$ cat src/sv/crsf_pkg.sv
`timescale 1ns / 1ps
// ----------------------------------------------------------------------------
// crsf_pkg: shared constants, types and CRC function
// Frame format constants, payload types and the CRC-8 (poly 0xD5) byte step
// for the RC channels frame parser.
// ----------------------------------------------------------------------------
package crsf_pkg;

    localparam int BUFFER_BYTES_DEF = 64;

    localparam int BYTE_W     = 8;
    localparam int RC_PAYLOAD = 22;
    localparam int CHANNELS   = 16;
    localparam int CH_BITS    = 11;
    localparam int CH_IDX_W   = 4;
    localparam int PIDX_W     = 5;        // index into the 22-byte payload store
    localparam int PAYLOAD_W  = RC_PAYLOAD * BYTE_W;

    localparam logic [7:0] RC_TYPE      = 8'h16;
    localparam logic [7:0] RC_LENGTH    = 8'd24;
    localparam logic [7:0] MIN_LENGTH   = 8'd2;
    localparam logic [7:0] CRC_POLY     = 8'hD5;
    localparam logic [7:0] SYNC_RESET   = 8'd200;

    // frame positions: 1 length, 2 type, 3.. payload
    localparam int POS_LENGTH  = 1;
    localparam int POS_TYPE    = 2;
    localparam int POS_PAYLOAD = 3;

    typedef logic [PAYLOAD_W-1:0] payload_t;

    // parser -> emitter
    typedef struct packed {
        logic     ok;
        payload_t payload;
    } frame_t;

    // emitter -> parser
    typedef struct packed {
        logic busy;
    } emit_stat_t;

    function automatic logic [7:0] crc8_step(input logic [7:0] crc, input logic [7:0] b);
        logic [7:0] c;
        c = crc ^ b;
        for (int i = 0; i < 8; i++)
        begin
            if (c[7])
                c = {c[6:0], 1'b0} ^ CRC_POLY;
            else
                c = {c[6:0], 1'b0};
        end
        return c;
    endfunction

endpackage

$ cat src/sv/crsf_byte_if.sv
`timescale 1ns / 1ps
// ----------------------------------------------------------------------------
// crsf_byte_if: received byte channel
// Valid/ready channel carrying one link byte per transaction.
// ----------------------------------------------------------------------------
interface crsf_byte_if;
    logic       valid;
    logic       ready;
    logic [7:0] rx_byte;

    modport source (output valid, output rx_byte, input ready);
    modport sink   (input valid, input rx_byte, output ready);
endinterface

$ cat src/sv/crsf_chan_if.sv
`timescale 1ns / 1ps
// ----------------------------------------------------------------------------
// crsf_chan_if: decoded channel channel
// Valid/ready channel carrying one RC channel value per transaction.
// ----------------------------------------------------------------------------
interface crsf_chan_if;
    logic        valid;
    logic        ready;
    logic [3:0]  channel_index;
    logic [10:0] channel_value;
    logic        last_channel;

    modport source (output valid, output channel_index, output channel_value,
                    output last_channel, input ready);
    modport sink   (input valid, input channel_index, input channel_value,
                    input last_channel, output ready);
endinterface

$ cat src/sv/crsf_cfg_if.sv
`timescale 1ns / 1ps
// ----------------------------------------------------------------------------
// crsf_cfg_if: configuration write channel
// Valid/ready channel carrying the sync address register write data.
// ----------------------------------------------------------------------------
interface crsf_cfg_if;
    logic       valid;
    logic       ready;
    logic [7:0] sync_address;

    modport source (output valid, output sync_address, input ready);
    modport sink   (input valid, input sync_address, output ready);
endinterface

$ cat src/sv/crsf_parse.sv
`timescale 1ns / 1ps
// ----------------------------------------------------------------------------
// crsf_parse: byte-serial frame parser
// Tracks frame position, length, type and running CRC, stores the payload
// and flags a good RC channels frame on its CRC byte.
// ----------------------------------------------------------------------------
module crsf_parse #(
    parameter int BUFFER_BYTES = crsf_pkg::BUFFER_BYTES_DEF
) (
    input  logic                 clk,
    input  logic                 rst_n,
    crsf_byte_if.sink            rx,
    crsf_cfg_if.sink             cfg,
    input  crsf_pkg::emit_stat_t stat,
    output crsf_pkg::frame_t     frm
);

    localparam int         POS_W   = $clog2(BUFFER_BYTES + 1);
    localparam logic [7:0] MAX_LEN = 8'(BUFFER_BYTES - 2);

    logic [7:0]       sync_reg;
    logic [POS_W-1:0] pos_reg, pos_next;
    logic [7:0]       len_reg, len_next;
    logic [7:0]       crc_reg, crc_next;
    logic [7:0]       type_reg, type_next;
    logic [7:0]       pay_reg [crsf_pkg::RC_PAYLOAD];

    logic                      accept;
    logic                      at_complete;
    logic                      pay_we;
    logic [crsf_pkg::PIDX_W-1:0] pay_idx;
    logic [POS_W-1:0]          pay_off;
    logic [7:0]                b;
    logic [8:0]                pos_w;
    logic                      frame_ok;

    assign b      = rx.rx_byte;
    assign accept = rx.valid && rx.ready;
    assign pos_w  = 9'(pos_reg);

    // CRC byte position depends on state only, so ready can look ahead
    assign at_complete = (pos_reg != '0) && (pos_w < 9'(BUFFER_BYTES))
                      && (pos_w != 9'(crsf_pkg::POS_LENGTH))
                      && (pos_w == {1'b0, len_reg} + 9'd1);

    assign rx.ready  = !(at_complete && stat.busy);
    assign cfg.ready = 1'b1;

    assign pay_off = pos_reg - POS_W'(crsf_pkg::POS_PAYLOAD);
    assign pay_idx = pay_off[crsf_pkg::PIDX_W-1:0];

    always_comb
    begin
        pos_next  = pos_reg;
        len_next  = len_reg;
        crc_next  = crc_reg;
        type_next = type_reg;
        pay_we    = 1'b0;
        frame_ok  = 1'b0;
        if (accept)
        begin
            if (pos_reg == '0)
            begin
                if (b == sync_reg)
                begin
                    pos_next = POS_W'(1);
                    crc_next = 8'd0;
                end
            end
            else if (pos_w >= 9'(BUFFER_BYTES))
            begin
                pos_next = '0;
                len_next = 8'd0;
            end
            else
            begin
                pos_next = pos_reg + POS_W'(1);
                if (pos_w == 9'(crsf_pkg::POS_LENGTH))
                begin
                    len_next = b;
                    if (b < crsf_pkg::MIN_LENGTH || b > MAX_LEN)
                    begin
                        pos_next = '0;
                        len_next = 8'd0;
                    end
                end
                else
                begin
                    if (pos_w == 9'(crsf_pkg::POS_TYPE))
                    begin
                        type_next = b;
                        crc_next  = crsf_pkg::crc8_step(crc_reg, b);
                    end
                    else if (pos_w <= {1'b0, len_reg})
                    begin
                        crc_next = crsf_pkg::crc8_step(crc_reg, b);
                        pay_we   = (pos_w >= 9'(crsf_pkg::POS_PAYLOAD))
                                && (pos_w < 9'(crsf_pkg::POS_PAYLOAD + crsf_pkg::RC_PAYLOAD));
                    end
                    if (at_complete)
                    begin
                        // b is the received CRC
                        frame_ok = (type_reg == crsf_pkg::RC_TYPE)
                                && (len_reg == crsf_pkg::RC_LENGTH)
                                && (crc_reg == b);
                        pos_next = '0;
                        len_next = 8'd0;
                    end
                end
            end
        end
    end

    always_ff @(posedge clk or negedge rst_n)
    begin
        if (!rst_n)
        begin
            sync_reg <= crsf_pkg::SYNC_RESET;
            pos_reg  <= '0;
            len_reg  <= 8'd0;
            crc_reg  <= 8'd0;
            type_reg <= 8'd0;
        end
        else
        begin
            if (cfg.valid && cfg.ready)
                sync_reg <= cfg.sync_address;
            pos_reg  <= pos_next;
            len_reg  <= len_next;
            crc_reg  <= crc_next;
            type_reg <= type_next;
        end
    end

    always_ff @(posedge clk)
    begin
        if (pay_we)
            pay_reg[pay_idx] <= b;
    end

    always_comb
    begin
        frm.ok = frame_ok;
        for (int i = 0; i < crsf_pkg::RC_PAYLOAD; i++)
            frm.payload[i*crsf_pkg::BYTE_W +: crsf_pkg::BYTE_W] = pay_reg[i];
    end

endmodule

$ cat src/sv/crsf_emit.sv
`timescale 1ns / 1ps
// ----------------------------------------------------------------------------
// crsf_emit: channel unpacker and output register
// Holds a copy of a good frame's payload and sends its sixteen 11-bit
// channels, LSB first, through a registered output stage.
// ----------------------------------------------------------------------------
module crsf_emit (
    input  logic                 clk,
    input  logic                 rst_n,
    input  crsf_pkg::frame_t     frm,
    output crsf_pkg::emit_stat_t stat,
    crsf_chan_if.source          chan
);

    crsf_pkg::payload_t             shadow_reg;
    logic [crsf_pkg::CH_IDX_W-1:0]  cnt_reg;
    logic                           pend_reg;
    logic                           ov_reg;
    logic [crsf_pkg::CH_IDX_W-1:0]  out_idx_reg;
    logic [crsf_pkg::CH_BITS-1:0]   out_val_reg;
    logic                           out_last_reg;

    logic       load_out;
    logic       cnt_last;
    logic [7:0] ch_base;

    assign load_out = pend_reg && (!ov_reg || chan.ready);
    assign cnt_last = (cnt_reg == crsf_pkg::CH_IDX_W'(crsf_pkg::CHANNELS - 1));
    assign ch_base  = 8'(cnt_reg) * 8'(crsf_pkg::CH_BITS);

    assign stat.busy = pend_reg || ov_reg;

    assign chan.valid         = ov_reg;
    assign chan.channel_index = out_idx_reg;
    assign chan.channel_value = out_val_reg;
    assign chan.last_channel  = out_last_reg;

    always_ff @(posedge clk or negedge rst_n)
    begin
        if (!rst_n)
        begin
            cnt_reg  <= '0;
            pend_reg <= 1'b0;
            ov_reg   <= 1'b0;
        end
        else
        begin
            if (frm.ok)
            begin
                pend_reg <= 1'b1;
                cnt_reg  <= '0;
            end
            else if (load_out)
            begin
                cnt_reg <= cnt_reg + 1'b1;
                if (cnt_last)
                    pend_reg <= 1'b0;
            end

            if (load_out)
                ov_reg <= 1'b1;
            else if (chan.ready)
                ov_reg <= 1'b0;
        end
    end

    always_ff @(posedge clk)
    begin
        if (frm.ok)
            shadow_reg <= frm.payload;
        if (load_out)
        begin
            out_idx_reg  <= cnt_reg;
            out_val_reg  <= shadow_reg[ch_base +: crsf_pkg::CH_BITS];
            out_last_reg <= cnt_last;
        end
    end

`ifndef NO_ASSERTIONS
    a_load_idle: assert property (@(posedge clk) disable iff (!rst_n)
        frm.ok |-> !pend_reg && !ov_reg)
        else $error("frame loaded while channels still pending");

    a_load_start: assert property (@(posedge clk) disable iff (!rst_n)
        frm.ok |=> pend_reg && (cnt_reg == '0))
        else $error("emission did not start at channel zero");

    a_last_idx: assert property (@(posedge clk) disable iff (!rst_n)
        ov_reg && out_last_reg |->
            out_idx_reg == crsf_pkg::CH_IDX_W'(crsf_pkg::CHANNELS - 1))
        else $error("last mark on wrong channel");

    a_last_done: assert property (@(posedge clk) disable iff (!rst_n)
        load_out && cnt_last && !frm.ok |=> !pend_reg)
        else $error("emission continued past last channel");
`endif

endmodule

$ cat src/sv/crsf_rc_frame_parser.sv
`timescale 1ns / 1ps
// ----------------------------------------------------------------------------
// crsf_rc_frame_parser: CRSF RC channels packed frame parser
// Parses a byte stream, checks type, length and CRC-8 of each frame and
// emits the sixteen 11-bit channels of every good RC channels frame.
// ----------------------------------------------------------------------------
//  port   dir  transaction
//  rx     in   one received link byte (rx_byte)
//  chan   out  one channel: channel_index, channel_value, last_channel
//  cfg    in   write of sync_address, always ready
//
//  One byte per cycle. A good frame gives 16 channels, one per cycle while chan is ready, from
//  a payload copy, overlapping the next frame's bytes.
//  rx stalls only on a CRC byte while the previous frame's channels are
//  still going out. Reset: hunting for sync, sync_address = 200.
// ----------------------------------------------------------------------------
module crsf_rc_frame_parser #(
    parameter int BUFFER_BYTES = crsf_pkg::BUFFER_BYTES_DEF
) (
    input  logic        clk,
    input  logic        rst_n,
    crsf_byte_if.sink   rx,
    crsf_chan_if.source chan,
    crsf_cfg_if.sink    cfg
);

    crsf_pkg::frame_t     frm;
    crsf_pkg::emit_stat_t stat;

    crsf_parse #(
        .BUFFER_BYTES (BUFFER_BYTES)
    ) u_parse (
        .clk   (clk),
        .rst_n (rst_n),
        .rx    (rx),
        .cfg   (cfg),
        .stat  (stat),
        .frm   (frm)
    );

    crsf_emit u_emit (
        .clk   (clk),
        .rst_n (rst_n),
        .frm   (frm),
        .stat  (stat),
        .chan  (chan)
    );

endmodule
$ cat src/flat_wrapper.sv
// flat-port wrapper written by rule: the top's interface ports become plain ports
module crsf_rc_frame_parser_flat 
#(
    parameter int BUFFER_BYTES = crsf_pkg::BUFFER_BYTES_DEF
)
  (clk, rst_n, rx_valid, rx_rx_byte, rx_ready, chan_valid, chan_channel_index, chan_channel_value, chan_last_channel, chan_ready, cfg_valid, cfg_sync_address, cfg_ready);
  crsf_byte_if rx_i ();
  crsf_chan_if chan_i ();
  crsf_cfg_if cfg_i ();
  input  logic clk;
  input  logic rst_n;
  input wire logic [$bits(rx_i.valid)-1:0] rx_valid;
  input wire logic [$bits(rx_i.rx_byte)-1:0] rx_rx_byte;
  output wire logic [$bits(rx_i.ready)-1:0] rx_ready;
  output wire logic [$bits(chan_i.valid)-1:0] chan_valid;
  output wire logic [$bits(chan_i.channel_index)-1:0] chan_channel_index;
  output wire logic [$bits(chan_i.channel_value)-1:0] chan_channel_value;
  output wire logic [$bits(chan_i.last_channel)-1:0] chan_last_channel;
  input wire logic [$bits(chan_i.ready)-1:0] chan_ready;
  input wire logic [$bits(cfg_i.valid)-1:0] cfg_valid;
  input wire logic [$bits(cfg_i.sync_address)-1:0] cfg_sync_address;
  output wire logic [$bits(cfg_i.ready)-1:0] cfg_ready;
  assign rx_i.valid = rx_valid;
  assign rx_i.rx_byte = rx_rx_byte;
  assign rx_ready = rx_i.ready;
  assign chan_valid = chan_i.valid;
  assign chan_channel_index = chan_i.channel_index;
  assign chan_channel_value = chan_i.channel_value;
  assign chan_last_channel = chan_i.last_channel;
  assign chan_i.ready = chan_ready;
  assign cfg_i.valid = cfg_valid;
  assign cfg_i.sync_address = cfg_sync_address;
  assign cfg_ready = cfg_i.ready;
  crsf_rc_frame_parser #(.BUFFER_BYTES(BUFFER_BYTES)) u_core (.clk(clk), .rst_n(rst_n), .rx(rx_i), .chan(chan_i), .cfg(cfg_i));
endmodule
$ cat config.mk
export PLATFORM = sky130hd
export DESIGN_NAME = crsf_rc_frame_parser_flat
export DESIGN_NICKNAME = d
export VERILOG_FILES = /design/src/sv/crsf_pkg.sv /design/src/sv/crsf_byte_if.sv /design/src/sv/crsf_chan_if.sv /design/src/sv/crsf_cfg_if.sv /design/src/sv/crsf_parse.sv /design/src/sv/crsf_emit.sv /design/src/sv/crsf_rc_frame_parser.sv /design/src/flat_wrapper.sv
export SDC_FILE = /design/constraint.sdc
export NUM_CORES = 1
export LEC_CHECK = 0
export BUFFER_PORTS_ARGS = -buffer_cell sky130_fd_sc_hd__buf_2
export CAP_MARGIN = 30
export CORE_MARGIN = 2
export CORE_UTILIZATION = 50
export DETAILED_ROUTE_END_ITERATION = 10
export MAX_ROUTING_LAYER = met4
export PLACE_DENSITY = 0.66
export SYNTH_ARGS = -nofsm -noshare
export SYNTH_HDL_FRONTEND = slang
export SYNTH_HIERARCHICAL = 1
export SYNTH_SLANG_ARGS = --single-unit
export TNS_END_PERCENT = 5
$ cat constraint.sdc
create_clock -name clk -period 9.66 [get_ports clk]
set_clock_uncertainty 0.05 [all_clocks]
set_input_delay 1.449 -clock clk [delete_from_list [all_inputs] [get_ports clk]]
set_output_delay 1.449 -clock clk [all_outputs]
set_load 0.01 [all_outputs]
==> qor.csv <==
stage;metric;value;unit
floorplanning;die_w;182.2;microns
power_and_ir_drop;p_leak;5.765;nW
clocking;ctsResizeCount;0;
drt;via_count;7692;
floorplanning;die_h;182.2;microns
synthesis;synth_fp_nets;890;
layout;drive_gt1_share;18.11;%
timing;slew_headroom;32.96;%
drt;drt-wirelength-per-cell;23.58;microns
clocking;cts_buffer_depth;3;
worst_setup_path;r2r_cells;7;
drt;viasPerCell;5.762;
drt;drc;0;
worst_setup_path;cp-start-kind;flip-flop;
worst_setup_path;r2r_setup_slack;5.63;ns
power_and_ir_drop;p_seq_share;50.0;%
synthesis;synthCells;851;
min_path;hold_start;u_core/u_parse/pay_reg[5][5]$_DFFE_PP_;
synthesis;synth-async-reset-ratio;10.90;%
power_and_ir_drop;p_sw;1.039;mW
power_and_ir_drop;pwr-share-comb;14.2;%
synthesis;synthMostInstantiatedCell;edfxtp_1;
worst_setup_path;critPathKind;reg -> out;
synthesis;syn_area_per_cell;18.66;sq um
layout;diodes;0;
drt;firstDrtPassIters;5;
synthesis;syn_area;0.01588;sq mm
drt;wl_met3;2.099;mm
global_routing;grt_start_max_net_pins;182;
drt;detail-route-antenna-nets;0;
clocking;clock_latency;0.52;ns
timing;setup_ws;5.223;ns
clocking;clock_sinks;413;
placed_design;place_ws;5.300;ns
placed_design;dpl.hpwl;18.85;mm
synthesis;ys_warn_count;6;
status;status;finished, final reports clean;
timing;tightest_slew;1.006;ns
layout;final_net_count;945;
min_path;hold_path_depth;0;
drt;drtIter0Drc;686;
worst_setup_path;reg2reg_from;u_core/u_parse/pos_reg[4]$_DFFE_PN0P_;
power_and_ir_drop;pwr-share-clk;35.8;%
worst_setup_path;path_buf_inv;3;
global_routing;grt_pass1_vias;7711;
drt;drt_wl_total;31.48;mm
clocking;cts_hold_buf;0;
synthesis;synthTopCellsByCount;368 x edfxtp_1, 42 x dfrtp_1, 42 x nor2_1, 40 x mux2i_1, 32 x xnor2_1;
clocking;clock-root-buffer;clkbuf_16;
worst_setup_path;critPathTopFamily;buffers and inverters;
drt;top_layer_used;met4;
power_and_ir_drop;swShare;24.68;%
layout;fin_area;0.01772;sq mm
timing;tns;0;ns
timing;hold_violations;0;
layout;fin_util;56.46;%
clocking;clk_pin_slew;0.06;ns
clocking;cts_buffers;41;
worst_setup_path;worstPathCellList;inv_1 > ha_1 > nor3_1 > o2111a_1 > o211a_1 > inv_1 > buf_2;
worst_setup_path;reg2reg_to;u_core/u_parse/pay_reg[8][5]$_DFFE_PP_;
worst_setup_path;worstPathRequired;8.16;ns
synthesis;synth_top_area_share;69.58;%
placed_design;dpl.cell_count;1265;
layout;instances_no_fill;1335;
clocking;post_cts_buffers;0;
floorplanning;coreArea;0.03139;sq mm
drt;m1WireLength;13.39;mm
power_and_ir_drop;p_per_area;237.4;mW/mm^2
global_routing;grt_pass1_wl;47.65;mm
min_path;min_path_type;reg -> reg;
synthesis;synth_top_cell_by_area;edfxtp_1;
power_and_ir_drop;p_int;3.170;mW
worst_setup_path;cpPeakStageDelay;0.54;ns
worst_setup_path;cp_max_fo;10;
floorplanning;io_pins;40;
global_routing;grt_overflow_total;0;
synthesis;ys_ff_latch;413;
synthesis;synthFlopType;edfxtp_1;
floorplanning;die_area;0.03321;sq mm
worst_setup_path;critPathCaptureType;primary output;
layout;area_growth;11.60;%
timing;timing.final.crit_share;45.93;%
timing;fmax;225.4;MHz
job;timing.max_cap.violations;0;
worst_setup_path;arrival;2.94;ns
timing;finalSetupViolCount;0;
synthesis;ys_seq_area_share;76.69;%
placed_design;gp_congestion;0.8523;
placed_design;placed_area;0.01645;sq mm
synthesis;synth_edf_count;368;
floorplanning;start_util;50.59;%
timing;fin_crit;4.437;ns
synthesis;synthDistinctLibCells;62;
global_routing;track_usage;19.92;%
min_path;min_to;u_core/u_emit/shadow_reg[45]$_DFFE_PP_;
drt;met2_length;15.02;mm
timing;hold_ws;0.3521;ns
placed_design;port_buffers;38;
power_and_ir_drop;finalPower;4.209;mW
clocking;cts_tree;done;
layout;num-fill-cells;2344;
floorplanning;core.rowCount;65;
synthesis;synthTopCellsByArea;edfxtp_1 70%, dfrtp_1 6.6%, mux4_2 4.1%, mux2i_1 2.5%, mux2_2 1.8%;
global_routing;antenna_found_initial;0;
timing;rsz0062_at_grt;false;
worst_setup_path;cp_slowest_cell;dfrtp_1;
clocking;htreeDepth;2;
worst_setup_path;crit_top_cell;inv_1;
power_and_ir_drop;vdd_drop_max;307.4;uV
timing;final-max-slew-violation-count;0;
==> logic make-up after synthesis <==
group                      count (synthesis)  share of synthesized area, %
buffers and inverters                     49                         1.725
muxes                                     98                         9.067
AOI/OAI and AO/OA                         83                         3.892
DFF                                      413                         76.69
and+or+nand+nor                          149                         4.979
other                                      1                       0.02361
adders and majority gates                 18                         1.418
xor gates and xnor gates                  40                         2.206
==> area by class of cell <==
type                    count  area (sq um)  share of cell area [%]
flip-flops and latches    413         12180                   68.73
multi-input cells         389          3435                   19.38
clock buffers              49          1099                   6.198
well taps                 402         503.0                   2.838
repair buffers             45         267.8                   1.511
clock inverters            21         177.7                   1.002
inverters                  16         60.06                  0.3388
==> power by group through the flow <==
stage / clock network [mW] / registers (mW) / logic (mW)
2_1_floorplan: 0 / 2.08 / 0.502
3_3_place_gp: 0 / 2.14 / 0.583
3_5_place_dp: 0 / 2.14 / 0.590
4_1_cts: 1.54 / 2.10 / 0.595
5_1_grt: 1.61 / 2.12 / 0.665
6_report: 1.51 / 2.10 / 0.598
==> placed cells by master, fill, tap and decap left out, drive strengths merged, types with 3 or more instances in the layout <==
cell type / count
a22oi: 12
clkbuf: 49
o21ai: 17
inv: 17
dfrtp: 42
a32oi: 12
nor4: 7
nand4: 7
edfxtp: 368
and2: 12
clkinv: 16
nor2: 42
nor4b: 5
nor3: 8
bufinv: 3
nand2: 30
xor2: 8
nor2b: 3
dfstp: 3
mux4: 33
o2bb2ai: 5
mux2i: 40
mux2: 25
buf: 45
a21oi: 10
nand3: 15
xnor2: 32
and3: 3
nand2b: 6
o21a: 5
ha: 18
==> layer usage <==
metal	up-vias	track usage (%)
li1	3453	-
met1	3935	26.10
met2	248	31.11
met3	56	4.750
met4	0	6.516
met5	-	-
==> worst max path at each step <==
| stage | start | slack, ns | to | depth (start not counted) |
|---|---|---|---|---|
| 2_1_floorplan | rx_rx_byte[7] | 5.57 | u_core/u_emit/shadow_reg[0]$_DFFE_PP_ | 7 |
| 3_3_place_gp | rx_rx_byte[7] | 5.35 | u_core/u_emit/shadow_reg[148]$_DFFE_PP_ | 8 |
| 3_5_place_dp | rx_rx_byte[7] | 5.30 | u_core/u_emit/shadow_reg[148]$_DFFE_PP_ | 8 |
| 4_1_cts | u_core/u_parse/pos_reg[0]$_DFFE_PN0P_ | 5.24 | rx_ready | 7 |
| 5_1_grt | u_core/u_parse/pos_reg[0]$_DFFE_PN0P_ | 5.10 | rx_ready | 7 |
| 6_report | u_core/u_parse/pos_reg[0]$_DFFE_PN0P_ | 5.22 | rx_ready | 7 |
Power figures use the tool's default switching activity.
